===== src/rtl/atrp_isqrt.sv =====
// Pipelined integer square root, one result bit per stage, with a side payload.
// Depends on nothing outside itself; instantiated by accel_tilt_roll_pitch_core.
`timescale 1ns / 1ps
`default_nettype none

module atrp_isqrt #(
	parameter int IN_W   = 48,
	parameter int SIDE_W = 48
) (
	input  wire logic              clk,
	input  wire logic              en,
	input  wire logic [IN_W-1:0]   radicand,
	input  wire logic [SIDE_W-1:0] side_in,
	output logic [IN_W/2-1:0]      root,
	output logic [SIDE_W-1:0]      side_out
);

	localparam int STEPS = IN_W / 2;

	logic [IN_W-1:0]   rem_s  [STEPS];
	logic [IN_W-1:0]   res_s  [STEPS];
	logic [SIDE_W-1:0] side_s [STEPS];

	for (genvar k = 0; k < STEPS; k++) begin : g_step
		localparam logic [IN_W-1:0] BIT = IN_W'(1) << (IN_W - 2 - 2 * k);

		logic [IN_W-1:0]   rem_in;
		logic [IN_W-1:0]   res_in;
		logic [SIDE_W-1:0] side_k;
		logic [IN_W-1:0]   trial;
		logic              take;

		if (k == 0) begin : g_first
			assign rem_in = radicand;
			assign res_in = '0;
			assign side_k = side_in;
		end else begin : g_next
			assign rem_in = rem_s[k-1];
			assign res_in = res_s[k-1];
			assign side_k = side_s[k-1];
		end

		assign trial = res_in + BIT;
		assign take  = (rem_in >= trial);

		always_ff @(posedge clk) begin
			if (en) begin
				rem_s[k]  <= take ? (rem_in - trial) : rem_in;
				res_s[k]  <= take ? ((res_in >> 1) + BIT) : (res_in >> 1);
				side_s[k] <= side_k;
			end
		end
	end

	assign root     = res_s[STEPS-1][IN_W/2-1:0];
	assign side_out = side_s[STEPS-1];

endmodule

`default_nettype wire


===== config.mk =====
export PLATFORM = sky130hd
export DESIGN_NAME = atrp_isqrt
export DESIGN_NICKNAME = d
export VERILOG_FILES = /design/src/rtl/atrp_isqrt.sv
export SDC_FILE = /design/constraint.sdc
export NUM_CORES = 2
export LEC_CHECK = 0
export ABC_AREA = 1
export BUFFER_PORTS_ARGS = -buffer_cell sky130_fd_sc_hd__buf_2
export CAP_MARGIN = 20
export CELL_PAD_IN_SITES_DETAIL_PLACEMENT = 2
export CELL_PAD_IN_SITES_GLOBAL_PLACEMENT = 2
export CORE_ASPECT_RATIO = 1.75
export CORE_MARGIN = 2
export CORE_UTILIZATION = 40
export DETAILED_ROUTE_END_ITERATION = 6
export PLACE_DENSITY_LB_ADDON = 0.1
export SLEW_MARGIN = 25
export SYNTH_ARGS = -nofsm -noshare
export SYNTH_HDL_FRONTEND = slang
export SYNTH_SLANG_ARGS = --single-unit

===== constraint.sdc =====
create_clock -name clk -period 3.5 [get_ports clk]
set_input_delay 0.7 -clock clk [delete_from_list [all_inputs] [get_ports clk]]
set_output_delay 0.7 -clock clk [all_outputs]
set_load 0.005 [all_outputs]

Word-level counts from Yosys, hierarchy flattened
Memory sizes are Yosys's and may differ from the RTL's.
Cells that the tools add are included.

operators by class
  mux-type cells = 50
  add/subtract/negate cells = 70
  $lt $le $gt $ge = 24

operator list
  kind                                                              count
  48-bit 2-to-1 mux                                                 47
  48-bit greater-or-equal comparator                                23
  48-bit subtractor                                                 23
  47-bit by 1-bit adder with 48-bit output, second input constant   1
  47-bit by 11-bit adder with 48-bit output, second input constant  1
  47-bit by 13-bit adder with 48-bit output, second input constant  1
  47-bit by 15-bit adder with 48-bit output, second input constant  1
  47-bit by 17-bit adder with 48-bit output, second input constant  1
  47-bit by 19-bit adder with 48-bit output, second input constant  1
  47-bit by 21-bit adder with 48-bit output, second input constant  1
  47-bit by 23-bit adder with 48-bit output, second input constant  1
  47-bit by 25-bit adder with 48-bit output, second input constant  1
  47-bit by 27-bit adder with 48-bit output, second input constant  1
  47-bit by 29-bit adder with 48-bit output, second input constant  1
  47-bit by 3-bit adder with 48-bit output, second input constant   1
  47-bit by 31-bit adder with 48-bit output, second input constant  1
  47-bit by 33-bit adder with 48-bit output, second input constant  1
  47-bit by 35-bit adder with 48-bit output, second input constant  1
  47-bit by 37-bit adder with 48-bit output, second input constant  1
  47-bit by 39-bit adder with 48-bit output, second input constant  1
  47-bit by 41-bit adder with 48-bit output, second input constant  1
  47-bit by 43-bit adder with 48-bit output, second input constant  1
  47-bit by 45-bit adder with 48-bit output, second input constant  1
  47-bit by 5-bit adder with 48-bit output, second input constant   1
  29 further kinds                                                  30

storage, ports and cells
  bits of input ports = 98
  memories kept = 3
  register bits = 0
  RAM bits = 3456
  logic and storage cells = 147
  output and inout port bits = 72

memories
  name    depth  width  rd ports  clocked after memory_dff  write ports  line  text
  rem_s   24     48     23        0                         24           20    logic [IN_W-1:0] rem_s [STEPS];
  res_s   24     48     24        0                         24           21    logic [IN_W-1:0] res_s [STEPS];
  side_s  24     48     24        0                         24           22    logic [SIDE_W-1:0] side_s [STEPS];

Logic depth before layout (Yosys ltp)
An unclocked memory read counts as a cell.

  depth in word-level cells = 4
  mapped depth = 17
  mapped depth without buffers = 16

Worst setup path after synthesis
No wires, ideal clock.

  path kind = flip-flop to flip-flop
  from = mem rem_s[17][12] (netlist: rem_s[2][60])
  to = mem rem_s[18][36] (netlist: rem_s[2][132]), data pin
  clock period less this slack = 2157 ps
  required time = 3245 ps
  path slack = 1343 ps
  stages on the path, launching flop included = 14
  data arrival time = 1903 ps
  library setup time = 255 ps
  cells stage by stage = edfxtp_1 -> ha_1 -> clkbuf_2 -> nand3_1 -> nand2_1 -> nand2_1 -> nand2_1 -> and2_4 -> nor2_4 -> nand3_4 -> inv_2 -> buf_6 -> buf_6 -> a21oi_2

RTL lines
  element             line
  start: declaration  20

==> results.cfg <==
[worst_setup_path]
crit_required_ps = 4090
path_cells = inv_1, ha_1, nand2_1, inv_1, nand2_1, nor2_1, nand3_1, nor2_1, nor2_1, o21ai_0
start_kind = register
arrival_ps = 4250
crit_fanout = 5
crit_type = reg -> reg
cp_common_cell = nor2_1
cp-startpoint = res_s[16][30]
slowest_delay_ps = 730
cp-end-kind = register
r2r-start = res_s[16][30]
reg2regPathDepth = 10
cpMaxStageDelayCell = o21ai_0

[power_and_ir_drop]
switchingPower_mw = 28.0
p_clk_share_pct = 33.4
power_density_nw_per_um2 = 658
p_comb_share_pct = 19.2
leakage_nw = 51.7
internal_power_mw = 57.4
seqPwrFrac_pct = 47.4
ir_drop_mv = 0.461
p_sw_share_pct = 32.8

[placement]
placedCellCount = 14200
globalplace.congestion = 0.964
hpwl_um = 387000
postPlaceCellArea_um2 = 121000
portBuffers = 169

[final_layout]
regArea_um2 = 76800
fillers = 29000
areaGrowthSynthToFinish_pct = 14.8
fin_cells = 14800
layout-drive-gt1-share_pct = 8.48
final_area_um2 = 130000
final_nets = 11200
final_util_pct = 46.1
multi_input_area_um2 = 30700

[synthesis]
syn_area_um2 = 113000
syn_inst = 10100
synth-xor-area-share_pct = 2.17
ys_ff_latch = 2556
synth_top_family_by_area = simple AND/OR/NAND/NOR gates
yosys.area_share.simple_pct = 17.3
synthAdderAreaFrac_pct = 3.56
syn_avg_cell_area_um2 = 11.2
yosysWarnings = 0
synth_compound_area_share_pct = 3.98
synth_cell_types = 53
synth_area_leaders = edfxtp_1 (68%), nand2_1 (8.8%), inv_1 (4.6%)
synth_area_leader_cell = edfxtp_1
synth_top_area_share_pct = 67.9
yosys-mux-area-fraction_pct = 0
async_flop_share_pct = 0
ys_seq_area_share_pct = 67.9
synth_edf_count = 2556
ys.flop_type = edfxtp_1
synth_fp_nets = 10600

[clocking]
cts_buffer_depth = 4
htreeDepth = 4
cts_tree = yes
clk_pin_slew_worst_paths_ps = 80
cts_buffers = 244
cts_sinks = 2556
cts_root_buf = clkbuf_16
clock_latency_ps = 1000

[routing]
drcViolationCount = 0
dr.pass1.iters = 5
viasPerCell = 5.49
vias = 81400
finalWirelength_um = 506000
ant_nets = 0
drt_iter0_drc = 5078
wire_per_inst_um = 34.2

[global_routing]
grt-ovfl-total = 0
antenna_found_initial = 66
grt.total_usage_pct = 35.3
grt_pass1_vias = 93500
grt_max_degree = 141
grt_pass1_wl_um = 702000

[hold_path]
hold_path.class = in -> reg
min_path_cells = 1
hold_start = side_in[26]

[floorplanning]
io_pins = 170
die_area_um2 = 287000
die_h_um = 707
die_w_um = 406
start_util_pct = 40.1
rows = 258
core_um2 = 282000

[timing]
min_period_ps = 3660
setup_viol = 3
setup_tns_ps = -327
period_share_pct = 105
worst_hold_slack_ps = 72.9
setup_ws_ps = -160
worst_pin_slew_ps = 1090
hold_viol = 0
relSlewSlack_pct = 26.4
max_freq_mhz = 273
finClkSkew_ps = 89.1
rsz0062_at_grt = yes
maxSlewViolCount = 0

[outcome]
status = finished, violations left
violations = setup timing

[job]
maxCapViolCount = 0
cell usage after synthesis, types with 13 or more instances:
cell / n
nor4_1: 82
a21boi_0: 13
nand3b_1: 47
o21ai_1: 77
xnor2_1: 162
ha_1: 322
o21ai_0: 245
o21bai_1: 18
buf_6: 22
buf_2: 33
edfxtp_1: 2556
a21oi_2: 34
inv_1: 1394
xor2_1: 118
nand4_1: 189
a21o_1: 16
nand3_1: 501
nor2_1: 1000
o21ai_2: 18
a21oi_1: 366
nor3_1: 122
or2_2: 21
nand2_1: 2657
cell usage in the layout (no fill, tap or decap), drive strengths merged, types with 7 or more instances in the layout:
| cell | Yosys | routed |
|---|---|---|
| a21boi | 14 | 14 |
| a21o | 16 | 16 |
| a21oi | 400 | 400 |
| and2 | 14 | 14 |
| buf | 66 | 398 |
| bufinv | 0 | 35 |
| clkbuf | 4 | 280 |
| clkinv | 0 | 93 |
| clkinvlp | 0 | 25 |
| diode | 0 | 44 |
| dlygate4sd3 | 0 | 90 |
| edfxtp | 2556 | 2556 |
| ha | 322 | 322 |
| inv | 1407 | 1422 |
| nand2 | 2668 | 2668 |
| nand3 | 508 | 508 |
| nand3b | 48 | 48 |
| nand4 | 189 | 189 |
| nor2 | 1020 | 1020 |
| nor3 | 126 | 126 |
| nor4 | 82 | 82 |
| o211ai | 7 | 7 |
| o21ai | 340 | 340 |
| o21bai | 18 | 18 |
| or2 | 21 | 21 |
| xnor2 | 162 | 162 |
| xor2 | 118 | 118 |
worst paths after layout:
path,to,slack (ps)
setup reg to reg,rem_s[2][79],-160
hold / removal,side_s[0][26],70
setup / recovery,rem_s[2][79],-160
hold reg to reg,side_s[22][27],400
critical path, delay by kind of cell (launching register included):
| kind | cells | cell delay, ps |
|---|---|---|
| compound gates | 1 | 730 |
| fa+ha+maj | 1 | 370 |
| buf+inv | 2 | 270 |
| flops | 1 | 510 |
| simple gates | 6 | 1370 |
cell type report:
class,count,area share [%]
clock buffer,280,4.86
tap,3770,3.63
inverter,1407,4.08
clock inverter,168,1.43
sequential,2556,59.1
timing repair buffer,488,3.18
multi-input combinational,6108,23.6
antenna,44,0.0848
power groups by stage:
stage / combinational [mW] / sequential (mW) / clock, mW
final: 16.4 / 40.5 / 28.5
after CTS: 15.9 / 40.4 / 28.7
after global placement: 14.6 / 40.5 / 0
after detailed placement: 15.5 / 40.9 / 0
after floorplan: 8.63 / 38.8 / 0
after global routing: 17.6 / 40.5 / 29.7
state kept, by name (all words and copies together) (netlist names):
| signal | count |
|---|---|
| rem_s | 1104 |
| res_s | 300 |
| side_s | 1152 |
layer usage:
| layer | track usage [%] | wire (um) |
|---|---|---|
| met1 | 27.4 | 138000 |
| met2 | 66.5 | 276000 |
| met3 | 6.59 | 20500 |
| met4 | 40.8 | 71300 |
| met5 | 0 | 264 |
logic make-up after synthesis:
family | Yosys count
AO/OA/AOI/OAI | 818
XOR/XNOR | 280
adder cells (fa/ha/maj) | 322
buffers and inverters | 1477
flip-flops | 2556
AND/OR/NAND/NOR | 4688
repair_timing:
action	in CTS	in global routing
gates resized for setup	2	28
hold buffers	90	0
endpoints found under the hold margin	90	0
cloned	0	0
setup endpoints to repair	1	52
setup buffers	0	2
pin swaps	0	2
through the flow:
stage | total power, mW | worst slack (ps)
6_report | 85.4 | -160
5_1_grt | 87.9 | -24.7
4_1_cts | 85.0 | 3.66
3_5_place_dp | 56.5 | -66.8
3_3_place_gp | 55.1 | 49.8
2_1_floorplan | 47.4 | 1340
Power figures use the tool's default switching activity.
