### config.mk
export PLATFORM = sky130hd
export DESIGN_NAME = atrp_cordic
export DESIGN_NICKNAME = d
export VERILOG_FILES = /design/src/rtl/atrp_pkg.sv /design/src/rtl/atrp_cordic.sv
export SDC_FILE = /design/constraint.sdc
export NUM_CORES = 2
export LEC_CHECK = 0
export ABC_CLOCK_PERIOD_IN_PS = 7200
export BUFFER_PORTS_ARGS = -buffer_cell sky130_fd_sc_hd__buf_2
export CORE_UTILIZATION = 65
export DETAILED_ROUTE_END_ITERATION = 7
export PLACE_DENSITY = 0.79
export SYNTH_ARGS = -nofsm -noshare
export SYNTH_HDL_FRONTEND = slang
export SYNTH_SLANG_ARGS = --single-unit
### constraint.sdc
create_clock -name clk -period 7.2 [get_ports clk]
set_input_delay 0.72 -clock clk [delete_from_list [all_inputs] [get_ports clk]]
set_output_delay 0.72 -clock clk [all_outputs]
set_load 0.005 [all_outputs]
### src/rtl/atrp_pkg.sv
// Shared types, widths and the CORDIC arc table for the accelerometer tilt block.
// No dependencies; used by atrp_cordic and accel_tilt_roll_pitch_core.
`timescale 1ns / 1ps
`default_nettype none

package atrp_pkg;

	// Defaults for the top-level parameters
	localparam int ROTATION_STEPS_DEF      = 16;
	localparam int ANGLE_FRACTION_BITS_DEF = 8;

	// Axis samples and derived widths
	localparam int DATA_W    = 16;
	localparam int SQ_W      = 2 * DATA_W - 1;           // y*y, always non-negative
	localparam int SUM_W     = SQ_W + 1;                 // y*y + z*z
	localparam int MAG_SHIFT = 16;                       // radicand scale before the root
	localparam int RAD_W     = SUM_W + MAG_SHIFT;        // even, root has RAD_W/2 bits
	localparam int X_SHIFT   = 8;                        // x scale to match the root

	// CORDIC datapath widths (magnitude growth of about 1.65 included)
	localparam int ROLL_W  = 19;
	localparam int PITCH_W = 27;

	// Angle accumulator: degrees with 16 fraction bits
	localparam int TABLE_FRACTION_BITS = 16;
	localparam int TABLE_LENGTH        = 24;
	localparam int TABLE_IDX_W         = 5;
	localparam int ACC_W               = 25;
	localparam int QUARTER_TURN        = 90 * (2 ** TABLE_FRACTION_BITS);

	localparam int ROLL_LIMIT_DEG  = 180;
	localparam int PITCH_LIMIT_DEG = 90;

	localparam int ROLL_OUT_W  = 17;
	localparam int PITCH_OUT_W = 16;

	typedef logic [TABLE_IDX_W-1:0] arc_idx_t;

	typedef struct packed {
		logic [7:0] x_high_byte;
		logic [7:0] x_low_byte;
		logic [7:0] y_high_byte;
		logic [7:0] y_low_byte;
		logic [7:0] z_high_byte;
		logic [7:0] z_low_byte;
	} sample_t;

	typedef struct packed {
		logic signed [ROLL_OUT_W-1:0]  roll_angle;
		logic signed [PITCH_OUT_W-1:0] pitch_angle;
	} angle_t;

	// atan(2^-i) in degrees, scaled by 2^16 and rounded
	function automatic logic signed [ACC_W-1:0] arc_angle(input arc_idx_t idx);
		logic signed [ACC_W-1:0] a;
		unique case (idx)
			5'd0:    a = ACC_W'(2949120);
			5'd1:    a = ACC_W'(1740967);
			5'd2:    a = ACC_W'(919879);
			5'd3:    a = ACC_W'(466945);
			5'd4:    a = ACC_W'(234379);
			5'd5:    a = ACC_W'(117304);
			5'd6:    a = ACC_W'(58666);
			5'd7:    a = ACC_W'(29335);
			5'd8:    a = ACC_W'(14668);
			5'd9:    a = ACC_W'(7334);
			5'd10:   a = ACC_W'(3667);
			5'd11:   a = ACC_W'(1833);
			5'd12:   a = ACC_W'(917);
			5'd13:   a = ACC_W'(458);
			5'd14:   a = ACC_W'(229);
			5'd15:   a = ACC_W'(115);
			5'd16:   a = ACC_W'(57);
			5'd17:   a = ACC_W'(29);
			5'd18:   a = ACC_W'(14);
			5'd19:   a = ACC_W'(7);
			5'd20:   a = ACC_W'(4);
			5'd21:   a = ACC_W'(2);
			5'd22:   a = ACC_W'(1);
			default: a = '0;
		endcase
		return a;
	endfunction

endpackage

`default_nettype wire

### src/rtl/atrp_cordic.sv
// Pipelined vectoring CORDIC: atan2(yv, xv) in degrees with 16 fraction bits.
// Uses atrp_pkg for the arc table and accumulator width.
`timescale 1ns / 1ps
`default_nettype none

module atrp_cordic #(
	parameter int W     = 19,
	parameter int STEPS = 16
) (
	input  wire logic                           clk,
	input  wire logic                           en,
	input  wire logic signed [W-1:0]            xv,
	input  wire logic signed [W-1:0]            yv,
	output logic signed [atrp_pkg::ACC_W-1:0]   angle
);

	localparam logic signed [atrp_pkg::ACC_W-1:0] QUARTER =
		atrp_pkg::ACC_W'(atrp_pkg::QUARTER_TURN);

	logic signed [W-1:0]               cx_s   [STEPS+1];
	logic signed [W-1:0]               cy_s   [STEPS+1];
	logic signed [atrp_pkg::ACC_W-1:0] acc_s  [STEPS+1];
	logic                              zero_s [STEPS+1];

	// Turn a left-half-plane vector by 90 degrees into the right half plane
	always_ff @(posedge clk) begin
		if (en) begin
			zero_s[0] <= (xv == '0) && (yv == '0);
			if (xv[W-1]) begin
				if (!yv[W-1]) begin
					cx_s[0]  <= yv;
					cy_s[0]  <= -xv;
					acc_s[0] <= QUARTER;
				end else begin
					cx_s[0]  <= -yv;
					cy_s[0]  <= xv;
					acc_s[0] <= -QUARTER;
				end
			end else begin
				cx_s[0]  <= xv;
				cy_s[0]  <= yv;
				acc_s[0] <= '0;
			end
		end
	end

	for (genvar k = 0; k < STEPS; k++) begin : g_rot
		logic signed [W-1:0]               dx;
		logic signed [W-1:0]               dy;
		logic signed [atrp_pkg::ACC_W-1:0] arc;

		assign dx  = cy_s[k] >>> k;
		assign dy  = cx_s[k] >>> k;
		assign arc = atrp_pkg::arc_angle(atrp_pkg::arc_idx_t'(k));

		always_ff @(posedge clk) begin
			if (en) begin
				zero_s[k+1] <= zero_s[k];
				if (!cy_s[k][W-1]) begin
					cx_s[k+1]  <= cx_s[k] + dx;
					cy_s[k+1]  <= cy_s[k] - dy;
					acc_s[k+1] <= acc_s[k] + arc;
				end else begin
					cx_s[k+1]  <= cx_s[k] - dx;
					cy_s[k+1]  <= cy_s[k] + dy;
					acc_s[k+1] <= acc_s[k] - arc;
				end
			end
		end
	end

	// A zero vector has no direction: report 0
	assign angle = zero_s[STEPS] ? '0 : acc_s[STEPS];

endmodule

`default_nettype wire

---- Word-level counts from Yosys, hierarchy flattened ----
Memories as Yosys holds them, arrays and structs flattened.
Index checks and enable logic that the tools add are counted.
cells by class
  add/subtract/negate cells ............... 97
  multipliers ............................. 0
  divide/modulo/power cells ............... 0
  order comparisons ....................... 0
  equality and inequality tests ........... 0
  shifts and indexed selects .............. 0
  mux-type cells .......................... 164
  bitwise gates (word level) .............. 54
  reductions and logical operators ........ 3
operators by type and width
  kind                                            count
  19-bit 2-to-1 mux                               36
  25-bit 2-to-1 mux                               19
  1-bit 2-to-1 mux                                109
  1-bit bitwise OR                                54
  19-bit by 10-bit adder with 19-bit output       2
  19-bit by 11-bit adder with 19-bit output       2
  19-bit by 12-bit adder with 19-bit output       2
  19-bit by 13-bit adder with 19-bit output       2
  19-bit by 14-bit adder with 19-bit output       2
  19-bit by 15-bit adder with 19-bit output       2
  19-bit by 16-bit adder with 19-bit output       2
  19-bit by 17-bit adder with 19-bit output       2
  19-bit by 18-bit adder with 19-bit output       2
  19-bit by 4-bit adder with 19-bit output        2
  19-bit by 5-bit adder with 19-bit output        2
  19-bit by 6-bit adder with 19-bit output        2
  19-bit by 7-bit adder with 19-bit output        2
  19-bit by 8-bit adder with 19-bit output        2
  19-bit by 9-bit adder with 19-bit output        2
  19-bit logical NOT                              2
  19-bit negation                                 2
  19-bit by 10-bit subtractor with 19-bit output  2
  19-bit by 11-bit subtractor with 19-bit output  2
  19-bit by 12-bit subtractor with 19-bit output  2
  47 further kinds                                60
word-level totals
  flip-flop bits (word level) ............. 0
  bits in latches ......................... 0
  memory bits (writable) .................. 1088
  ROM bits ................................ 0
  bits of input ports ..................... 40
  output and inout bits ................... 25
  word-level logic and storage cells ...... 322
  memories kept ........................... 4
memory list
  name    words  width  read ports  clocked after Yosys merged registers in  write ports  RTL line           text
  acc_s   17     25     17          0                                        17           atrp_cordic.sv:22  logic signed [atrp_pkg::ACC_W-1:0] acc_s [STEPS+1];
  cx_s    17     19     16          0                                        17           atrp_cordic.sv:20  logic signed [W-1:0] cx_s [STEPS+1];
  cy_s    17     19     16          0                                        17           atrp_cordic.sv:21  logic signed [W-1:0] cy_s [STEPS+1];
  zero_s  17     1      17          0                                        17           atrp_cordic.sv:23  logic zero_s [STEPS+1];

---- Depth between registers and ports, before layout ----
  depth in word-level cells ............... 6
  depth in mapped cells ................... 18
  gate-level depth less buffers ........... 17

---- Least setup slack after synthesis ----
OpenSTA, ideal clock, no wires.
  kind .................................... input to register
  start point ............................. input en
  end point ............................... memory cx_s[4][15], data pin
  setup time .............................. 266 ps
  arrival ................................. 4825 ps
  data required time ...................... 6934 ps
  setup slack ............................. 2110 ps
  stages .................................. 17
  buffers on the path ..................... 4
  cell sequence ........................... clkbuf_1 clkbuf_1 clkbuf_1 nand2_1 inv_1 buf_1 mux2i_1 ha_1 nor2b_1 o21ai_0 a21boi_0 o21a_1 o41ai_1 o21ai_0 a2111oi_0 nor3_1 xor2_1
RTL lines
  item                RTL line           text
  start: declaration  atrp_cordic.sv:11  input wire logic en,
  end: declaration    atrp_cordic.sv:20

==> results.md <==
### Run status
• finished, final reports clean — outcome

### Clocking
• 930 — Num Clock Sinks
• 104 — CTS Buf Count
• 0.70 ns — clock insertion delay at the later pin of the skew report
• 0 — hold-fix buffer count after cts
• 0.06 ns — clock slew at reported path FFs
• 3 — number of buffers on the longest clock path
• sky130_fd_sc_hd__clkbuf_16 — Root Buffer
• done — TritonCTS clock tree
• 0 — number of post-CTS setup repair buffers
• 0 — cells resized by post-CTS repair
• 3 — count of H-tree levels built during CTS

### GRT
• 271 mm — global-route wire length before repair
• 54,800 — number of global-route vias before repair
• met2 — peak-usage layer in the global routing report
• 0 — initial antenna violation count
• 37.6% — fraction of met1 tracks used by global routing
• 0 — sum of overflow across all layers after global routing
• 47.6% — met2 track utilization from global routing
• 3.21% — met3 Usage GRT
• 28.1% — overall track demand over capacity in global routing
• 103 — pin count of the biggest net entering global routing

### Timing
• 195 MHz — maximum frequency from static timing analysis
• 0 — max-slew violation count
• 0 — Setup-failing EPs final
• 1.12 ns — Tightest Pin Transition
• 24.5% — normalized max-slew margin
• 71.1% — share of the clock period used by the worst path
• 0.0288 ns — post-route clock skew
• false — RSZ-0062 raised after global routing
• 0 ns — total negative slack
• 5.12 ns — clock period minus worst slack
• 0.383 ns — tightest hold margin
• 0 — number of endpoints with negative hold slack in the final report

### Logic synthesis
• 0 — Synth warnings
• 930 — Synth Register Bits
• sky130_fd_sc_hd__edfxtp_1 — cell with the most instances after synthesis
• 930 — EDFF count, synth
• 37.4% — register area share after synthesis
• sky130_fd_sc_hd__edfxtp_1 — cell accounting for the most synthesized area
• sky130_fd_sc_hd__edfxtp_1, sky130_fd_sc_hd__ha_1, sky130_fd_sc_hd__xnor2_1, sky130_fd_sc_hd__a21oi_1, sky130_fd_sc_hd__xor2_1 — cells taking the most area after synthesis
• 8,603 — net count after synthesis
• 0% — Async S/R FF share, synth
• 9.82 µm² — average cell area after synthesis
• 89 — Cell variety after synth
• 7,607 — synthesized instance count
• 37.4% — area share of the largest cell type after synthesis
• sky130_fd_sc_hd__edfxtp_1, sky130_fd_sc_hd__ha_1, sky130_fd_sc_hd__xnor2_1 — top cell types by occurrence after synthesis
• 74,700 µm² — post-synthesis instance area
• sky130_fd_sc_hd__edfxtp_1 — Synth Flop Type

### Routing
• 5 — Pre-antenna DRT Iters
• 4,271 — 1st-iter DRT viols
• 6.16 — via/cell ratio
• 166 mm — drt total wl
• 17.9 µm — routed len/inst
• 57,200 — vias after detailed routing
• 0 — remaining design rule violation count
• 0 — number of nets with antenna violations after detailed routing

### Critical path
• buf_8 -> nand2_1 -> inv_1 -> ha_1 -> a21o_1 -> a21oi_1 -> o21bai_1 -> a2111oi_1 -> o31ai_1 -> a21o_1 -> a21o_1 -> a21oi_1 -> xnor2_1 — critical-path cell list
• 7.64 ns — CP required
• flip-flop — endpoint class of the critical path
• in2reg — start-to-end type of the worst setup path
• input pin — Critical Path Start Type
• 0.86 ns — Slowest Stage Delay on Critical Path
• 5.55 ns — endpoint arrival time on the critical path
• sky130_fd_sc_hd__inv_1 — cell with the biggest individual delay on the critical path
• sky130_fd_sc_hd__a21o_1 — most frequent cell on the critical path
• 102 — largest fanout on the critical path
• compound AO/OA/AOI/OAI gates — cell type group with the largest total delay on the critical path
• 2 — buffering stage count on the worst path with inverters included

### Placed design
• 63 — count of buffers from port buffering
• 9,090 — number of placed instances with taps included
• 127 mm — estimated wirelength of the detail-placed design
• 0.941 — routability-driven placement congestion ratio

### Finish
• 4.49% — share of cells above drive strength 1
• 9,286 — non-filler cells, final
• 27,900 µm² — Sequential Area
• 8,680 — Layout Nets
• 8,613 — final-layout fill cell count
• 7.47% — Syn-to-layout area delta
• 0 — diode insertion count for antenna repair
• 44,800 µm² — area occupied by multi-input gates

### Floorplanning
• 341 µm — vertical die dimension
• 65 — number of primary I/O pins
• 65.4% — effective utilization at floorplan
• 124 — number of core rows
• 116,000 µm² — die area
• 341 µm — Die Width
• 114,000 µm² — Std-Cell Core Area

### Job
• 0 — number of violations of the max-capacitance limit

### Worst hold path
• in2reg — class of the tightest hold or removal check

final cells by class:
type	count	share of cell area, %
Clock buffer	113	3.28
Clock inverter	83	1.15
Inverter	387	1.81
Multi-Input combinational cell	6157	55.8
Sequential cell	930	34.8
Tap cell	1512	2.36
Timing Repair Buffer	104	0.789
final timing paths:
check | depth (start not counted) | from | end | slack (ns)
min | 3 | xv[6] | cx_s[0][6] | 0.38
min reg2reg | 0 | zero_s[0][11] | zero_s[0][12] | 0.40
max reg2reg | 13 | cy_s[14][18] | acc_s[15][13] | 2.26
max | 13 | en | acc_s[15][13] | 2.08
metrics by stage:
| stage | area (µm²) | setup slack [ns] | util [%] |
|---|---|---|---|
| floorplan | 74700 | 2.11 | - |
| global placement | 76700 | 1.71 | 67.2 |
| detailed placement | 76700 | 1.50 | 67.2 |
| CTS | 80300 | 2.19 | 70.3 |
| global route | 80300 | 1.85 | 70.3 |
| finish | 80300 | 2.08 | 70.3 |
metal layers:
| metal | up-vias | wire length (µm) |
|---|---|---|
| li1 | 28300 | - |
| met3 | 273 | 9100 |
| met4 | 0 | 4570 |
| met5 | - | 0 |
| met2 | 1612 | 79400 |
| met1 | 27000 | 73300 |
sequential cells by signal (all words and copies together), names as in the netlist:
name,flops
acc_s,357
cy_s,286
cx_s,270
zero_s,17
kinds of logic (layout without fill, tap and decap cells):
group           after synthesis  count (layout)  share of synthesized area (%)
simple gates               1961            1961                           12.4
buf+inv                     520             687                           2.62
mux                          49              49                          0.668
compound gates             2159            2159                           18.4
fa+ha+maj                   956             956                           16.4
xor+xnor                   1031            1031                           12.1
flops                       930             930                           37.4
other cells                   1               1                        0.00502
worst reg2reg max path: cells and delay by family, from the launching register on:
kind            cells  cell delay, ns
compound gates      8            2.05
buf+inv             1            0.64
flops               1            0.45
xor+xnor            1            0.08
simple gates        1            0.61
fa+ha+maj           2            0.83
placed cells by master (no fill, tap or decap), types with 47 or more instances in the layout:
| cell | synthesis | final |
|---|---|---|
| sky130_fd_sc_hd__and3_1 | 50 | 50 |
| sky130_fd_sc_hd__clkbuf_16 | 0 | 104 |
| sky130_fd_sc_hd__o21ai_0 | 434 | 434 |
| sky130_fd_sc_hd__nor2b_1 | 124 | 123 |
| sky130_fd_sc_hd__o21bai_1 | 79 | 79 |
| sky130_fd_sc_hd__nand3_1 | 143 | 143 |
| sky130_fd_sc_hd__nor2_1 | 590 | 590 |
| sky130_fd_sc_hd__ha_1 | 917 | 917 |
| sky130_fd_sc_hd__inv_1 | 382 | 382 |
| sky130_fd_sc_hd__edfxtp_1 | 930 | 930 |
| sky130_fd_sc_hd__xor2_1 | 317 | 317 |
| sky130_fd_sc_hd__a211oi_1 | 47 | 47 |
| sky130_fd_sc_hd__o31ai_1 | 105 | 105 |
| sky130_fd_sc_hd__buf_2 | 3 | 62 |
| sky130_fd_sc_hd__nand2b_1 | 106 | 106 |
| sky130_fd_sc_hd__a21o_1 | 267 | 267 |
| sky130_fd_sc_hd__a31oi_1 | 74 | 74 |
| sky130_fd_sc_hd__nand2_1 | 483 | 483 |
| sky130_fd_sc_hd__o41ai_1 | 48 | 48 |
| sky130_fd_sc_hd__o21a_1 | 115 | 115 |
| sky130_fd_sc_hd__a21oi_1 | 686 | 686 |
| sky130_fd_sc_hd__xnor2_1 | 714 | 714 |
| sky130_fd_sc_hd__or3_1 | 59 | 59 |
| sky130_fd_sc_hd__nor3_1 | 192 | 192 |
| sky130_fd_sc_hd__nor4_1 | 48 | 48 |
Power is left out: the tool's default activity adds up to more than one toggle a clock period on the data nets, which glitch-free logic cannot reach.
